**src/design/gbag_pkg.sv**
```systemverilog
// Shared types, constants and functions of the gray block average to glyph unit.
`timescale 1ns / 1ps

package gbag_pkg;

  // Width of the configuration write data (the widest register).
  localparam int CFG_W = 11;
  // Width of the configuration register index.
  localparam int CFG_IDX_W = 2;
  // Width of one column accumulator.
  localparam int SUM_W = 14;

  // Configuration register indexes.
  localparam logic [CFG_IDX_W-1:0] REG_IMAGE_WIDTH = 2'd0;
  localparam logic [CFG_IDX_W-1:0] REG_BLOCK_SIZE  = 2'd1;

  // ASCII codes of the glyphs, darkest band first.
  localparam logic [6:0] GLYPH_DOT   = 7'd46;
  localparam logic [6:0] GLYPH_COLON = 7'd58;
  localparam logic [6:0] GLYPH_C     = 7'd99;
  localparam logic [6:0] GLYPH_O     = 7'd111;
  localparam logic [6:0] GLYPH_FIVE  = 7'd53;
  localparam logic [6:0] GLYPH_X     = 7'd120;
  localparam logic [6:0] GLYPH_HASH  = 7'd35;
  localparam logic [6:0] GLYPH_AT    = 7'd64;

  // Reciprocal of 100 as 5243 / 2^19; exact floor for sums up to 25500.
  localparam int RECIP_100 = 5243;
  localparam int RECIP_SHIFT = 19;

  // One input pixel.
  typedef struct packed {
    logic [7:0] red;
    logic [7:0] green;
    logic [7:0] blue;
    logic       frame_start;
  } pixel_t;

  // One output glyph.
  typedef struct packed {
    logic [6:0] glyph;
    logic [2:0] level;
    logic       row_end;
  } result_t;

  // Per-item control handed from the position tracker to the accumulator stage.
  typedef struct packed {
    logic       write;
    logic       first;
    logic       emit;
    logic       row_end;
    logic [7:0] gray;
  } stage_t;

  // Luma as floor((30r + 59g + 11b) / 100), using the reciprocal multiply.
  function automatic logic [7:0] gray_of(input logic [7:0] r, input logic [7:0] g,
                                         input logic [7:0] b);
    logic [14:0] wsum;
    logic [27:0] prod;
    wsum = 15'(15'd30 * 15'(r)) + 15'(15'd59 * 15'(g)) + 15'(15'd11 * 15'(b));
    prod = 28'(wsum) * 28'(RECIP_100);
    return prod[RECIP_SHIFT +: 8];
  endfunction

  // Glyph of a brightness band.
  function automatic logic [6:0] glyph_of(input logic [2:0] level);
    logic [6:0] code;
    case (level)
      3'd0: code = GLYPH_DOT;
      3'd1: code = GLYPH_COLON;
      3'd2: code = GLYPH_C;
      3'd3: code = GLYPH_O;
      3'd4: code = GLYPH_FIVE;
      3'd5: code = GLYPH_X;
      3'd6: code = GLYPH_HASH;
      default: code = GLYPH_AT;
    endcase
    return code;
  endfunction

endpackage

```
**src/design/gbag_accum.sv**
```systemverilog
// Accumulator stage: read-modify-write of a column sum, band quantizer and output register.
`timescale 1ns / 1ps

module gbag_accum #(
  parameter int AW = 10,
  parameter int BSQ_W = 8
) (
  input  logic                           clk,
  input  logic                           rst,
  input  logic                           accept,
  input  gbag_pkg::stage_t               stage,
  input  logic [AW-1:0]                  addr,
  input  logic [gbag_pkg::SUM_W-1:0]     rd_data,
  input  logic [BSQ_W-1:0]               bsq,
  output logic                           ready,
  output logic                           ram_we,
  output logic [AW-1:0]                  ram_waddr,
  output logic [gbag_pkg::SUM_W-1:0]     ram_wdata,
  output logic                           result_valid,
  input  logic                           result_ready,
  output gbag_pkg::result_t              result
);

  localparam int SW = gbag_pkg::SUM_W;
  localparam int TW = BSQ_W + 8;

  logic             s1_valid;
  gbag_pkg::stage_t s1;
  logic [AW-1:0]    s1_addr;
  logic             fwd_hit;
  logic [SW-1:0]    fwd_data;

  logic             s1_adv;
  logic [SW-1:0]    base;
  logic [SW-1:0]    sum;
  logic [2:0]       level;

  // The stage moves on unless its result finds the output register full.
  always_comb begin
    s1_adv = s1_valid && !(s1.emit && result_valid && !result_ready);
    ready  = !s1_valid || s1_adv;
  end

  // New column sum: the first pixel of a block starts it, a write just made is forwarded.
  always_comb begin
    if (s1.first) begin
      base = '0;
    end else if (fwd_hit) begin
      base = fwd_data;
    end else begin
      base = rd_data;
    end
    sum       = SW'(base + SW'(s1.gray));
    ram_we    = s1_adv && s1.write;
    ram_waddr = s1_addr;
    ram_wdata = sum;
  end

  // Band k is reached when the average is at least 32k+1, that is sum >= (32k+1) * b^2.
  always_comb begin
    level = '0;
    for (int k = 1; k < 8; k++) begin
      if (TW'(sum) >= TW'(TW'(32 * k + 1) * TW'(bsq))) begin
        level = 3'(level + 3'd1);
      end
    end
  end

  // Stage register, taken when an item is accepted.
  always_ff @(posedge clk) begin
    if (rst) begin
      s1_valid <= 1'b0;
    end else if (accept) begin
      s1_valid <= 1'b1;
    end else if (s1_adv) begin
      s1_valid <= 1'b0;
    end
    if (accept) begin
      s1       <= stage;
      s1_addr  <= addr;
      fwd_hit  <= ram_we && (s1_addr == addr);
      fwd_data <= sum;
    end
  end

  // Output register.
  always_ff @(posedge clk) begin
    if (rst) begin
      result_valid <= 1'b0;
    end else if (s1_adv && s1.emit) begin
      result_valid <= 1'b1;
    end else if (result_ready) begin
      result_valid <= 1'b0;
    end
    if (s1_adv && s1.emit) begin
      result.glyph   <= gbag_pkg::glyph_of(level);
      result.level   <= level;
      result.row_end <= s1.row_end;
    end
  end

`ifndef SYNTH
  // Reset empties the output register.
  assert property (@(posedge clk) rst |=> !result_valid)
    else $error("output valid after reset");

  // Input stalls only behind a finished result that waits in a full output register.
  assert property (@(posedge clk) disable iff (rst)
    !ready |-> (s1_valid && s1.emit && result_valid))
    else $error("input stalled without a waiting result");

  // A write to the entry being read is forwarded to the next item.
  assert property (@(posedge clk) disable iff (rst)
    (accept && ram_we && (s1_addr == addr)) |=> fwd_hit)
    else $error("missed forwarding of a column sum");
`endif

endmodule

```
**config.mk**
```make
export PLATFORM = sky130hd
export DESIGN_NAME = gbag_accum
export DESIGN_NICKNAME = d
export VERILOG_FILES = /design/src/design/gbag_pkg.sv /design/src/design/gbag_accum.sv
export SDC_FILE = /design/constraint.sdc
export NUM_CORES = 1
export LEC_CHECK = 0
export ABC_AREA = 1
export ABC_CLOCK_PERIOD_IN_PS = 20600
export BUFFER_PORTS_ARGS = -buffer_cell sky130_fd_sc_hd__buf_2
export CORE_MARGIN = 10
export CORE_UTILIZATION = 30
export CTS_CLUSTER_DIAMETER = 100
export CTS_CLUSTER_SIZE = 8
export DETAILED_ROUTE_END_ITERATION = 8
export PLACE_DENSITY = 0.44
export SYNTH_ARGS = -nofsm -noshare
export SYNTH_HDL_FRONTEND = slang
export SYNTH_SLANG_ARGS = --single-unit
```
**constraint.sdc**
```tcl
create_clock -name clk -period 20.6 [get_ports clk]
set_input_delay 4.12 -clock clk [delete_from_list [all_inputs] [get_ports clk]]
set_output_delay 4.12 -clock clk [all_outputs]
set_load 0.02 [all_outputs]
```
* Word-level counts from Yosys, hierarchy flattened
Index checks and enable logic that the tools add are counted.
** Cells by class
- Multiplexer cells :: 14
- Order comparisons :: 7
- Reduce and logical (&&, ||, !) cells :: 13
- Equality and inequality tests :: 7
- Multipliers :: 7
- Add/sub/neg operators :: 7
** Operators with widths (number)
- 14-bit by 16-bit >= comparator with 1-bit output :: 4
- 8-bit by 8-bit multiplier with 16-bit output, first input constant :: 4
- 7-bit case mux with 7 select lines :: 1
- 14-bit by 15-bit >= comparator with 1-bit output :: 2
- 7-bit by 8-bit multiplier with 15-bit output, first input constant :: 2
- 14-bit two-way mux :: 2
- 3-bit by 1-bit adder with 3-bit output, second input constant :: 6
- 3-bit two-way mux :: 6
- 14-bit by 8-bit adder with 14-bit output :: 1
- 14-bit >= comparator :: 1
- 6-bit by 8-bit multiplier with 14-bit output, first input constant :: 1
- 10-bit equality test :: 1
- 3-bit equality test, second input constant :: 3
- 3-bit by 2-bit equality test with 1-bit output, second input constant :: 2
- 1-bit logical AND :: 6
- 1-bit two-way mux :: 5
- 2-bit nonzero test :: 2
- 3-bit by 1-bit equality test with 1-bit output, second input constant :: 1
- 1-bit zero test :: 3
- 3-bit zero test :: 1
- 1-bit logical OR :: 1
** Word-level totals
- Register bits :: 50

* Longest topological paths before layout
- Depth in word-level cells :: 19
- Mapped depth :: 42

* Worst setup path after synthesis
No wires, ideal clock.
- Kind :: input to output
- Start point :: input port rd_data[0] (netlist bit)
- End point :: output port ram_wdata[12] (netlist bit)
- Path buffers :: 0
- Slack :: 10393 ps
- Arrival time :: 6087 ps
- Cell stages on the path :: 11
- Cells stage by stage :: o21ai_0 > nor2_1 > ha_1 > fa_1 > nand2_1 > nand2_1 > nand3_1 > nand2_1 > nand3_1 > nor3_1 > xnor2_1
** On the way
- Longest elaborated chain between the ends :: 3
** Ends and longest elaborated chain
- start, declared :: RTL line gbag_accum.sv:13 : input logic [gbag_pkg::SUM_W-1:0] rd_data,
- 14-bit two-way mux :: RTL line gbag_accum.sv:48 : end else if (fwd_hit) begin
- 14-bit two-way mux :: RTL line gbag_accum.sv:46 : if (s1.first) begin
- 14-bit by 8-bit adder with 14-bit output :: RTL line gbag_accum.sv:53 : sum = SW'(base + SW'(s1.gray));
- end, declared :: RTL line gbag_accum.sv:18 : output logic [gbag_pkg::SUM_W-1:0] ram_wdata,
No other way between the ends.

* Worst setup path in the final report
- Start point :: input port rd_data[2] (netlist bit)
- End point :: output port ram_wdata[13] (netlist bit)
The elaborated chain is that of the path after synthesis.

==> flow_metrics.env <==
export IMPL_post_layout_cell_count=1299
export IMPL_tightest_slew_ns=0.927
export IMPL_max_cap_violations=0
export IMPL_vdd_drop_max_v=0.0000367
export IMPL_crit_arrival_ns=6.31
export IMPL_tns_ns=0
export IMPL_detail_route_iter0_violations=272
export IMPL_grt_overflow_total=0
export IMPL_cts_hold_buffers_added=0
export IMPL_clock_sinks=50
export IMPL_timing_reg2reg_worst_path_depth=36
export IMPL_vias_in_the_first_global_route=5821
export IMPL_cp_required_ns=16.48
export IMPL_drive_above_1_share_pct=14.6
export IMPL_finish_instance_area_sq_um=8080
export IMPL_cts_clk_slew_worst_paths_ns=0.07
export IMPL_setup_violations_final=0
export IMPL_place_inst=1291
export IMPL_most_frequent_standard_cell_in_the_layout_excluding_fill_and_tap_cells="nand2_1"
export IMPL_routed_wl_met3_microns=609
export IMPL_route_detailed_wl_per_inst_microns=14.7
export IMPL_grt_antenna_before_repair=0
export IMPL_number_of_nets_produced_by_synthesis=1115
export IMPL_resize_count_post_cts=0
export IMPL_count_of_h_tree_levels_built_during_cts=2
export IMPL_core_region_area_sq_um=23400
export IMPL_die_area_sq_um=30300
export IMPL_post_synth_inst_count=889
export IMPL_first_pass_iters=6
export IMPL_period_minus_slack_ns=10.43
export IMPL_crit_path_launch_type="primary input"
export IMPL_async_flop_share_pct=0
export IMPL_die_h_microns=174
export IMPL_synth_area_sq_um=7120
export IMPL_drt_drc_violations_left=0
export IMPL_grt_setup_unrepaired="no"
export IMPL_placed_area_sq_um=7930
export IMPL_detail_route_wirelength_microns=19100
export IMPL_via_count=5871
export IMPL_grt_start_max_net_pins=39
export IMPL_gp_congestion=0.820
export IMPL_slew_headroom_pct=38.2
export IMPL_crit_fanout=9
export IMPL_place_port_buffers=85
export IMPL_synth_enable_flop_cells=48
export IMPL_met1Wirelength_microns=9220
export IMPL_ff2ff_setup_slack_ns=13.55
export IMPL_pwr_density_cell_nw_per_um2=71.4
export IMPL_postSynth_topFlopCell="edfxtp_1"
export IMPL_ios=86
export IMPL_grt_total_usage_pct=12.3
export IMPL_post_route_util_pct=34.5
export IMPL_synth_yosys_warnings=0
export IMPL_yosys_register_bits=50
export IMPL_hold_worst_slack_ns=0.421
export IMPL_die_x_microns=174
export IMPL_clock_tree_root_driver_cell="clkbuf_16"
export IMPL_fin_nets=1205
export IMPL_finClkSkew_ns=0.00433
export IMPL_insertion_delay_ns=0.30
export IMPL_regToRegEndpoint="result[6]"
export IMPL_highest_clock_rate_mhz=95.9
export IMPL_final_max_slew_viol_count=0
export IMPL_worstReg2RegStart="fwd_hit"
export IMPL_met2RoutedLength_microns=9110
export IMPL_start_util_pct=30.4
export IMPL_detail_routed_via_count_per_cell=4.52
export IMPL_kind_of_critical_path="primary input to output port"
export IMPL_antennaDiodeCount=0
export IMPL_timing_critical_path_to="ram_wdata[13]"
export IMPL_synth_seq_area_share_pct=20.8
export IMPL_areaGrowthSynthToFinish_pct=13.5
export IMPL_grt_first_pass_wirelength_microns=30400
export IMPL_cts_path_max_buffers=2
export IMPL_dp_hpwl_microns=16300
export IMPL_p_leak_uw=0.00434
export IMPL_maxUsedRoutingLayer="met4"
export IMPL_status="completed"
export IMPL_leading_cell_types_in_the_layout_fill_and_taps_excluded="167 x nand2_1, 160 x ha_1, 144 x inv_1"
export IMPL_hold_violations=0
export IMPL_std_cell_rows=56
export IMPL_clock_buffer_count_from_cts=5
export IMPL_end_kind="output port"
export IMPL_final_antenna_net_count=0
export IMPL_cts_tree="done"
export IMPL_share_of_the_cycle_needed_by_the_critical_path_after_routing_pct=50.6
export IMPL_hold_class="flip-flop to flip-flop"
export IMPL_cts_setup_buffers=0
export IMPL_count_of_cell_types_in_the_netlist=47
export IMPL_critPathLaunch="rd_data[2]"
export IMPL_post_synth_cell_area_avg_sq_um=8.01
-- power breakdown --
| part | leakage (uW) | internal [uW] | total [uW] | switching, uW |
|---|---|---|---|---|
| combinational | 0.00378 | 132 | 358 | 226 |
| sequential | 0.000487 | 129 | 133 | 3.91 |
| clock | 0.0000748 | 46.2 | 86.0 | 39.8 |
| total | 0.00434 | 307 | 577 | 270 |
-- worst max-delay path, cell delays in order --
cell and delay (ns):
buf_2 0.09, o21ai_0 0.15, nor2_1 0.06, ha_1 0.33, nand3_1 0.09, nand3_1 0.14, nand2_1 0.11, nand2_1 0.12
nand2_2 0.08, nand2_2 0.10, nand2_1 0.08, nor4_1 0.24, xnor2_1 0.16, buf_4 0.23, buf_2 0.21
-- how the worst min path moves through the flow --
stage	slack [ns]	from	endpoint	cells after the start
final	0.42	s1[8]	result[0]	0
after CTS	0.42	s1[8]	result[0]	0
after global routing	0.43	s1[8]	result[0]	0
after global placement	0.40	s1[8]	result[0]	0
after floorplan	0.40	s1[8]	result[0]	0
after detailed placement	0.40	s1[8]	result[0]	0
-- flip-flops by register name (all words and copies together) (netlist names) --
signal / cells
result: 11
result_valid: 1
ram_waddr: 10
fwd_data: 14
s1_valid: 1
s1: 12
fwd_hit: 1
-- routing by layer --
metal | vias up | global-route usage [%]
li1 | 3141 | -
met1 | 2641 | 16.5
met2 | 81 | 21.4
met3 | 8 | 1.30
met4 | 0 | 1.60
met5 | - | 0
-- cell type report --
class	instances	area, sq um
Fill cell	2571	15300
Multi-Input combinational cell	683	5040
Sequential cell	50	1480
Inverter	152	571
Timing Repair Buffer	87	440
Tap cell	319	399
Clock buffer	5	125
Clock inverter	3	26.3
-- kinds of logic (layout without fill, tap and decap cells) --
logic type                 count (synthesis)  in the layout  share of synthesized area (%)
adders and majority gates                178            178                           33.2
AOI/OAI and AO/OA                         92             92                           7.68
buffers and inverters                    156            247                           8.43
xor gates and xnor gates                  56             56                           6.89
and+or+nand+nor                          357            357                           23.0
DFF                                       50             50                           20.8
-- synthesized netlist by cell type, drive strengths merged (3+ instances only) --
cell type,instances,share of area [%]
o21ai,23,1.7
or2,8,0.70
nand2,188,11
nand3,59,4.4
inv,152,8.0
nor4,3,0.26
xor2,37,4.5
o21bai,3,0.32
nor3,3,0.21
xnor2,19,2.3
a31oi,8,0.70
nand4,14,1.3
nor2,72,4.1
nand3b,5,0.70
edfxtp,48,20
a21oi,39,2.8
a21boi,5,0.53
ha,160,28
fa,18,5.1
o311ai,4,0.49
and2,3,0.26
-- per-stage QoR --
step	total power (uW)	setup WS, ns
global placement	499	10.15
floorplan	404	10.39
finish	577	10.17
CTS	587	10.13
global route	645	9.93
detailed placement	499	10.13
Note: power is estimated with default switching activity, not from simulation.
