==> config.mk <==
export PLATFORM = sky130hd
export DESIGN_NAME = gbag_pos
export DESIGN_NICKNAME = d
export VERILOG_FILES = /design/src/design/gbag_pkg.sv /design/src/design/gbag_pos.sv
export SDC_FILE = /design/constraint.sdc
export NUM_CORES = 1
export LEC_CHECK = 0
export BUFFER_PORTS_ARGS = -buffer_cell sky130_fd_sc_hd__buf_2
export CORE_MARGIN = 10
export CORE_UTILIZATION = 35
export DETAILED_ROUTE_END_ITERATION = 8
export GPL_ROUTABILITY_DRIVEN = 0
export MAX_ROUTING_LAYER = met4
export SYNTH_ARGS = -nofsm -noshare
export SYNTH_HDL_FRONTEND = slang
export SYNTH_SLANG_ARGS = --single-unit
==> constraint.sdc <==
create_clock -name clk -period 18.83 [get_ports clk]
set_clock_uncertainty 0.2 [all_clocks]
set_input_delay 3.766 -clock clk [delete_from_list [all_inputs] [get_ports clk]]
set_output_delay 3.766 -clock clk [all_outputs]
set_load 0.05 [all_outputs]
==> src/design/gbag_pkg.sv <==
// Shared types, constants and functions of the gray block average to glyph unit.
`timescale 1ns / 1ps

package gbag_pkg;

  // Width of the configuration write data (the widest register).
  localparam int CFG_W = 11;
  // Width of the configuration register index.
  localparam int CFG_IDX_W = 2;
  // Width of one column accumulator.
  localparam int SUM_W = 14;

  // Configuration register indexes.
  localparam logic [CFG_IDX_W-1:0] REG_IMAGE_WIDTH = 2'd0;
  localparam logic [CFG_IDX_W-1:0] REG_BLOCK_SIZE  = 2'd1;

  // ASCII codes of the glyphs, darkest band first.
  localparam logic [6:0] GLYPH_DOT   = 7'd46;
  localparam logic [6:0] GLYPH_COLON = 7'd58;
  localparam logic [6:0] GLYPH_C     = 7'd99;
  localparam logic [6:0] GLYPH_O     = 7'd111;
  localparam logic [6:0] GLYPH_FIVE  = 7'd53;
  localparam logic [6:0] GLYPH_X     = 7'd120;
  localparam logic [6:0] GLYPH_HASH  = 7'd35;
  localparam logic [6:0] GLYPH_AT    = 7'd64;

  // Reciprocal of 100 as 5243 / 2^19; exact floor for sums up to 25500.
  localparam int RECIP_100 = 5243;
  localparam int RECIP_SHIFT = 19;

  // One input pixel.
  typedef struct packed {
    logic [7:0] red;
    logic [7:0] green;
    logic [7:0] blue;
    logic       frame_start;
  } pixel_t;

  // One output glyph.
  typedef struct packed {
    logic [6:0] glyph;
    logic [2:0] level;
    logic       row_end;
  } result_t;

  // Per-item control handed from the position tracker to the accumulator stage.
  typedef struct packed {
    logic       write;
    logic       first;
    logic       emit;
    logic       row_end;
    logic [7:0] gray;
  } stage_t;

  // Luma as floor((30r + 59g + 11b) / 100), using the reciprocal multiply.
  function automatic logic [7:0] gray_of(input logic [7:0] r, input logic [7:0] g,
                                         input logic [7:0] b);
    logic [14:0] wsum;
    logic [27:0] prod;
    wsum = 15'(15'd30 * 15'(r)) + 15'(15'd59 * 15'(g)) + 15'(15'd11 * 15'(b));
    prod = 28'(wsum) * 28'(RECIP_100);
    return prod[RECIP_SHIFT +: 8];
  endfunction

  // Glyph of a brightness band.
  function automatic logic [6:0] glyph_of(input logic [2:0] level);
    logic [6:0] code;
    case (level)
      3'd0: code = GLYPH_DOT;
      3'd1: code = GLYPH_COLON;
      3'd2: code = GLYPH_C;
      3'd3: code = GLYPH_O;
      3'd4: code = GLYPH_FIVE;
      3'd5: code = GLYPH_X;
      3'd6: code = GLYPH_HASH;
      default: code = GLYPH_AT;
    endcase
    return code;
  endfunction

endpackage

==> src/design/gbag_pos.sv <==
// Raster position tracker: block counters, accumulator address and per-item flags.
`timescale 1ns / 1ps

module gbag_pos #(
  parameter int XW = 10,
  parameter int WW = 11,
  parameter int BW = 4
) (
  input  logic              clk,
  input  logic              rst,
  input  logic              accept,
  input  gbag_pkg::pixel_t  pixel,
  input  logic [WW-1:0]     width,
  input  logic [BW-1:0]     bsize,
  output gbag_pkg::stage_t  stage,
  output logic [XW-1:0]     addr
);

  localparam int CW = XW + 1;
  localparam int PW = XW + BW + 2;

  logic [XW-1:0] x_position;
  logic [BW-1:0] col_in_block;
  logic [XW-1:0] block_column;
  logic [BW-1:0] row_in_block;

  logic [XW-1:0] cur_x;
  logic [BW-1:0] cur_col;
  logic [XW-1:0] cur_bcol;
  logic [BW-1:0] cur_row;
  logic          last_col;
  logic          last_row;
  logic          row_wrap;
  logic [PW-1:0] block_end;
  logic [PW-1:0] next_end;
  logic          in_range;

  // A frame start moves the position back to the image origin before use.
  always_comb begin
    cur_x    = pixel.frame_start ? '0 : x_position;
    cur_col  = pixel.frame_start ? '0 : col_in_block;
    cur_bcol = pixel.frame_start ? '0 : block_column;
    cur_row  = pixel.frame_start ? '0 : row_in_block;
  end

  // Block edges; a counter at or past the block size wraps as at the block end.
  always_comb begin
    last_col  = (BW'(cur_col + 1'b1) >= bsize) || (&cur_col);
    last_row  = (BW'(cur_row + 1'b1) >= bsize) || (&cur_row);
    row_wrap  = (CW'(cur_x) + CW'(1)) >= CW'(width);
    block_end = PW'(PW'(cur_bcol) + PW'(1)) * PW'(bsize);
    next_end  = block_end + PW'(bsize);
    in_range  = block_end <= PW'(width);
  end

  // Flags and address of this item for the accumulator stage.
  always_comb begin
    stage.write   = in_range;
    stage.first   = (cur_row == '0) && (cur_col == '0);
    stage.emit    = in_range && last_col && last_row;
    stage.row_end = in_range && (next_end > PW'(width));
    stage.gray    = gbag_pkg::gray_of(pixel.red, pixel.green, pixel.blue);
    addr          = cur_bcol;
  end

  // Advance the raster position on every accepted item.
  always_ff @(posedge clk) begin
    if (rst) begin
      x_position   <= '0;
      col_in_block <= '0;
      block_column <= '0;
      row_in_block <= '0;
    end else if (accept) begin
      if (row_wrap) begin
        x_position   <= '0;
        col_in_block <= '0;
        block_column <= '0;
        row_in_block <= last_row ? '0 : BW'(cur_row + 1'b1);
      end else begin
        x_position <= XW'(cur_x + 1'b1);
        row_in_block <= cur_row;
        if (last_col) begin
          col_in_block <= '0;
          block_column <= XW'(cur_bcol + 1'b1);
        end else begin
          col_in_block <= BW'(cur_col + 1'b1);
          block_column <= cur_bcol;
        end
      end
    end
  end

endmodule

-- Word-level counts from Yosys, hierarchy flattened
Cells that the tools add are included.
- add/subtract/negate cells: 9
- $mul: 5
- order comparisons: 5
- muxes and demuxes: 11
- reduce and logical (&&, ||, !) cells: 10
- operators by type and width (operator ; number):
    $mux W10 ; 5
    $mul A15 B13 Y27 const B ; 1
    $mul A4 B8 Y12 const A ; 2
    $mux W4 ; 6
    $add A10 B1 Y11 const B ; 2
    $add A10 B1 Y10 const B ; 2
    $add A15 B4 Y16 ; 1
    $gt A16 B11 Y1 ; 1
    $add A13 B14 Y15 ; 1
    $add A15 B12 Y15 ; 1
    $le A15 B11 Y1 ; 1
    $mul A11 B4 Y15 ; 1
    $mul A6 B8 Y14 const A ; 1
    $ge A11 B11 Y1 ; 1
    $add A4 B1 Y4 const B ; 2
    $ge A4 B4 Y1 ; 2
    $logic_not A4 Y1 ; 2
    $reduce_and A4 Y1 ; 2
    $logic_and A1 B1 Y1 ; 4
    $logic_or A1 B1 Y1 ; 2
- flip-flop bits (word level): 28
- bits of input ports: 43
- output and inout bits: 22
- word-level logic and storage cells: 44

-- Longest topological paths before layout
Gate-level depths: netlist (run 1).
- depth in word-level cells: 6
- mapped depth: 41
- gate-level depth less buffers: 41

-- Worst setup path before layout (run 1)
No wires, ideal clock.
- path type: input port to output port
- start: input pixel[17] (netlist name)
- end: output stage[6] (netlist name)
- data arrival time: 13.362 ns
- data required time: 14.864 ns
- slack: 1.502 ns
- stages on the path: 38
- path buffers: 0
- cell sequence: fa_1 fa_1 ha_1 a21o_1 a21oi_1 o21ai_0 a21oi_1 o21bai_1 a21oi_1 xnor2_1 ha_1 inv_1 fa_1 fa_1 inv_1 ha_1 and2_1 a31oi_1 [2 not listed] inv_1 xnor2_1 ha_1 ha_1 fa_1 fa_1 inv_1 fa_1 inv_1 ha_1 nand2_1 o21ai_0 a21o_1 nand2_1 a311oi_1 a211o_1 a21oi_1 xnor2_1
- RTL lines (element ; RTL line ; text):
    start: declaration ; gbag_pos.sv:12 ; input gbag_pkg::pixel_t pixel,
    end: declaration ; gbag_pos.sv:15 ; output gbag_pkg::stage_t stage,

==> results.tsv, run 1 <==
stage	metric	value	unit
floorplan	die area	0.0387	mm²
layout	Layout Nets	1718	
detailed_routing	drt total wl	23600	µm
hold_path	worst hold-check path type	flop to flop	
clock_network	hold_buf cts	0	
layout	n_diodes	0	
detailed_routing	Vias	8293	
global_routing	Remaining Overflow, GRT	0	
yosys	register area share after synthesis	5.13	%
setup_path	Arrival @ worst endpoint	14.05	ns
yosys	count of flip-flops with a built-in enable after synthesis	0	
clock_network	Clock Latency Late Sink	0.26	ns
layout	most frequent cells in the layout	298 x inv_1, 232 x ha_1, 146 x fa_1	
status	status	completed	
timing	period utilisation layout	95.7	%
timing	final hold viol count	0	
timing	Slew Limit Headroom	53.6	%
global_routing	initial antenna violation count	0	
yosys	synth warn	0	
placement	I/O Buffers	64	
yosys	Main synth FF type	dfxtp_1	
detailed_routing	Residual DRC	0	
clock_network	H-tree depth reported by CTS	1	
detailed_routing	DRT iter0 DRCs	373	
setup_path	Largest stage delay, worst path	0.58	ns
setup_path	Setup CP Type	primary input to output pin	
clock_network	Reg clk slew, reported paths	0.07	ns
setup_path	crit path buf inv count	8	
setup_path	critical path's most frequent cell	fa_1	
layout	layout cell share with drive strength beyond 1	6.56	%
yosys	area share of the largest cell type after synthesis	26.8	%
global_routing	maximum number of pins on one net before global-route repair	46	
clock_network	CTS sink count	28	
setup_path	Critical Path RT	14.86	ns
floorplan	core area	0.0307	mm²
yosys	async set-reset flop share out of synthesis	0	%
setup_path	crit start category	primary input	
timing	final setup fails	0	
setup_path	Max stage delay cell, worst path	fa_1	
clock_network	Longest Clk Path Bufs	2	
timing	setup TNS	0	ns
layout	commonest non-fill, non-tap cell in the layout	inv_1	
yosys	synth unique cells	66	
timing	Max Freq	55.5	MHz
timing	Slew Limit Fails	0	
yosys	Mapped Cells	1252	
setup_path	Worst Path Max Fanout	6	
global_routing	vias in the first global route	8411	
setup_path	CP endpoint kind	output pin	
detailed_routing	Post-DRT Antenna Nets	0	
floorplan	Rows	64	
clock_network	CTS buffer count	3	
detailed_routing	DR pass1 iterations	4	
layout	area grow syn2layout	7.58	%
clock_network	total setup buffers inserted after CTS	0	
floorplan	Starting Density	35.6	%
global_routing	first-pass GRT wire length	39900	µm
timing	RSZ-0062 raised after global routing	false	
detailed_routing	Vias/cell	4.90	
yosys	Net Count, Synth	1673	
clock_network	Post-CTS Resized	0	
detailed_routing	wire per inst	14.0	µm
timing	min Tclk post-route	18.02	ns
clock_network	CTS Root Cell	clkbuf_16	
yosys	Synth area leader	fa_1	
yosys	Syn Area/Cell	8.73	µm²
flow_run	MaxCap Viol Count	0	
floorplan	Chip Width	197	µm
clock_network	CTS tree	yes	
timing	worst-margin pin slew	0.696	ns
floorplan	Ports	65	
floorplan	die height	197	µm
yosys	area of the mapped netlist	0.0109	mm²
global_routing	GRT Resource Usage Total	12.4	%
setup_path	crit-path leading delay family	adder cells	
yosys	register bit total from synthesis	28	
yosys	Synth area leaders	fa_1 27%, ha_1 27%, inv_1 10%	
placement	dpl hpwl	20900	µm
layout	fillcell total	3151	
-- final timing paths --
kind | from | end | slack [ns] | cells after the start
worst min-delay path | block_column[6] | block_column[6] | 0.28 | 2
worst max-delay path | pixel[17] | stage[6] | 0.81 | 39
worst max register to register | x_position[0] | block_column[1] | 15.12 | 16
worst min register to register | block_column[6] | block_column[6] | 0.28 | 2
-- logic make-up (layout without fill, tap and decap cells) --
group	after synthesis	count (layout)	share of synthesized area (%)
muxes	4	4	0.378
AOI/OAI and AO/OA	192	192	11.8
xor gates and xnor gates	68	68	5.52
buffers and inverters	325	369	11.3
and+or+nand+nor	257	257	12.6
DFF	28	28	5.13
adders and majority gates	378	378	53.3
-- state kept, by name, indices dropped and copies added, names as in the netlist --
| name | cells |
|---|---|
| block_column | 10 |
| row_in_block | 4 |
| x_position | 10 |
| col_in_block | 4 |
-- layer usage --
| layer | vias up | share of wire (%) | wire length [µm] | track usage [%] |
|---|---|---|---|---|
| li1 | 4186 | - | - | - |
| met1 | 3994 | 46 | 10800 | 16.0 |
| met2 | 103 | 51 | 12100 | 21.6 |
| met3 | 10 | 2.0 | 477 | 0.781 |
| met4 | 0 | 0.87 | 205 | 1.32 |
| met5 | - | 0 | 0 | - |
-- per-stage QoR --
step	instances	hold WS, ns	setup WS, ns	instance area (µm²)	util (%)
global placement	1688	0.259	0.873	11700	38.0
CTS	1692	0.277	0.781	11800	38.3
floorplan	1252	0.246	1.50	10900	-
global route	1692	0.305	0.0694	11800	38.3
finish	1692	0.275	0.812	11800	38.3
detailed placement	1688	0.265	0.790	11700	38.0
-- layout make-up --
type / instances / area [µm²] / share of cell area [%]
Sequential cell: 28 / 561 / 4.77
Clock buffer: 4 / 88.8 / 0.756
Multi-Input combinational cell: 899 / 9150 / 77.8
Timing Repair Buffer: 67 / 343 / 2.92
Inverter: 298 / 1120 / 9.52
Tap cell: 396 / 495 / 4.22
-- worst min-delay path: stages, from the launching register on --
cell	delay [ns]
dfxtp_1	0.31
nand2b_1	0.06
a21oi_1	0.06
-- synth_stat cells (17+ instances only) --
master    count
nand3_1      22
dfxtp_1      28
fa_1        146
nor2b_1      17
nand2_1      45
nor2_1       54
o211ai_1     19
xnor2_1      42
xor2_1       25
nor3_1       17
a21oi_1      50
a21o_1       21
nand2b_1     44
ha_1        232
inv_1       298
clkbuf_1     22
o21ai_0      34
Power of run 1 is not shown: default switching activity piles up to over one toggle a cycle in this logic, so the estimate is an artifact.
==> run 2, diff against run 1 <==
Settings changed: ABC_AREA set to 1, RECOVER_POWER set to 50.
Clock period 18.83 ns to 19.2 ns, I/O delays scaled along.
==> run 2 against run 1 <==
Compared with the run above:
- via count rose by 14%
- clock-buffer cell count fell by 1
- utilization fell by 0.14 points
- largest cell class unchanged
- highest routed layer unchanged
==> results.tsv, run 2 <==
stage	metric	value	unit
layout	fin cells	2016	
hold_path	Hold Path Origin	x_position[6]	
clock_network	total setup buffers inserted after CTS	0	
placement	Placed Area	0.0124	mm²
floorplan	core area	0.0326	mm²
setup_path	Arrival @ worst endpoint	13.34	ns
layout	biggest regs	block_column x10, x_position x10	
clock_network	CTS sink count	28	
timing	Slew Limit Fails	0	
setup_path	Largest stage delay, worst path	0.58	ns
yosys	async set-reset flop share out of synthesis	0	%
yosys	register bit total from synthesis	28	
global_routing	vias in the first global route	9558	
clock_network	Longest Clk Path Bufs	2	
flow_run	MaxCap Viol Count	0	
timing	final hold viol count	0	
clock_network	H-tree depth reported by CTS	1	
yosys	area of the mapped netlist	0.0116	mm²
yosys	count leader, synth	inv_1	
clock_network	Post-CTS Resized	0	
yosys	synth unique cells	52	
detailed_routing	Residual DRC	0	
setup_path	reg2reg start	x_position[0]	
hold_path	worst hold-check path type	flop to flop	
timing	Slew Limit Headroom	16.0	%
setup_path	Critical Path RT	15.16	ns
floorplan	Starting Density	35.6	%
layout	area grow syn2layout	7.31	%
layout	Sequential cell area	561	µm²
layout	Multi-input gate area	0.00943	mm²
global_routing	GRT Resource Usage Total	13.0	%
clock_network	hold_buf cts	0	
timing	setup TNS	0	ns
setup_path	crit path from	pixel[20]	
layout	post-route cell area	0.0125	mm²
floorplan	die area	0.0408	mm²
yosys	count of flip-flops with a built-in enable after synthesis	0	
setup_path	critical path's most frequent cell	inv_1	
global_routing	Remaining Overflow, GRT	0	
detailed_routing	Post-DRT Antenna Nets	0	
layout	fillcell total	3383	
clock_network	Clock Latency Late Sink	0.26	ns
detailed_routing	Vias/cell	4.69	
floorplan	Chip Width	202	µm
yosys	most frequent cells after synthesis	394 x inv_1, 246 x nand2_1, 232 x ha_1	
detailed_routing	DR pass1 iterations	6	
yosys	Mapped Cells	1523	
clock_network	CTS Root Cell	clkbuf_16	
detailed_routing	DRT iter0 DRCs	430	
clock_network	Reg clk slew, reported paths	0.07	ns
timing	Max Freq	57.5	MHz
yosys	synth warn	0	
layout	n_diodes	0	
layout	most frequent cells in the layout	396 x inv_1, 246 x nand2_1, 232 x ha_1	
placement	Placed Cells	2013	
setup_path	crit start category	primary input	
timing	min Tclk post-route	17.38	ns
yosys	Net Count, Synth	1944	
global_routing	initial antenna violation count	0	
floorplan	Rows	66	
timing	period utilisation layout	90.5	%
global_routing	first-pass GRT wire length	44300	µm
setup_path	Max stage delay cell, worst path	fa_1	
floorplan	Ports	65	
timing	final setup fails	0	
layout	Layout Nets	1997	
floorplan	die height	202	µm
yosys	Synth area leader	fa_1	
status	status	completed	
yosys	Main synth FF type	dfxtp_1	
yosys	Synth area leaders	fa_1 25%, ha_1 25%, inv_1 13%	
placement	dpl hpwl	23400	µm
global_routing	maximum number of pins on one net before global-route repair	31	
layout	commonest non-fill, non-tap cell in the layout	inv_1	
yosys	register area share after synthesis	4.83	%
setup_path	CP endpoint kind	output pin	
clock_network	CTS buffer count	3	
timing	Fin Hold WS	0.270	ns
yosys	Syn Area/Cell	7.62	µm²
setup_path	Worst Path Max Fanout	5	
timing	RSZ-0062 raised after global routing	false	
detailed_routing	Vias	9446	
timing	worst-margin pin slew	1.25	ns
detailed_routing	wire per inst	12.7	µm
detailed_routing	drt total wl	25700	µm
layout	layout cell share with drive strength beyond 1	7.05	%
setup_path	Setup CP Type	primary input to output pin	
clock_network	CTS tree	yes	
placement	I/O Buffers	64	
yosys	area share of the largest cell type after synthesis	25.2	%
run 2: changes by cell type in the layout (fill, tap and decap cells not counted), moves of 11 or more:
| cell | before | now |
|---|---|---|
| nand3_1 | 22 | 42 |
| and2_1 | 11 | 0 |
| nand4_1 | 9 | 21 |
| nand2_1 | 45 | 246 |
| o21ai_0 | 34 | 47 |
| nor2_1 | 54 | 95 |
| a21oi_1 | 50 | 86 |
| inv_1 | 298 | 396 |
| xnor2_1 | 42 | 17 |
| nor2b_1 | 17 | 0 |
| a21o_1 | 21 | 8 |
| nand2b_1 | 44 | 0 |
run 2: cells by family after synthesis:
group           count (synthesis)  synth area share [%]
compound gates                190                  9.63
xor+xnor                       53                  4.36
fa+ha+maj                     378                  50.2
buf+inv                       419                  13.7
flops                          28                  4.83
simple gates                  455                  17.3
run 2: worst paths after layout:
| kind | end | slack, ns | depth (start not counted) |
|---|---|---|---|
| setup / recovery | stage[2] | 1.82 | 45 |
| hold / removal | x_position[6] | 0.27 | 2 |
| setup reg to reg | x_position[0] | 15.23 | 19 |
| hold reg to reg | x_position[6] | 0.27 | 2 |
run 2: worst max-delay path: cells and delay by family:
family | cells | cell delay [ns]
adders and majority gates | 13 | 5.60
buffers and inverters | 14 | 1.25
and+or+nand+nor | 10 | 1.06
AOI/OAI and AO/OA | 6 | 0.91
xor gates and xnor gates | 2 | 0.64
run 2: area by class of cell:
type | count | share of cell area [%]
flip-flops and latches | 28 | 4.50
multi-input cells | 1076 | 75.7
repair buffers | 64 | 2.56
inverters | 403 | 12.2
clock buffers | 3 | 0.603
well taps | 442 | 4.44
run 2: layer usage:
layer / up-vias / part of all wire [%] / GRT usage [%]
met4: 0 / 1.1 / 1.76
met1: 4451 / 46 / 16.7
met3: 21 / 2.8 / 0.992
li1: 4839 / - / -
met2: 135 / 50 / 22.4
met5: - / 0 / -
run 2: through the flow:
step	util (%)	setup WS, ns
2_1_floorplan	-	2.31
3_5_place_dp	38.0	1.76
5_1_grt	38.2	1.01
6_report	38.2	1.82
3_3_place_gp	38.0	1.90
4_1_cts	38.3	1.75
Power of run 2 is left out for the same reason.
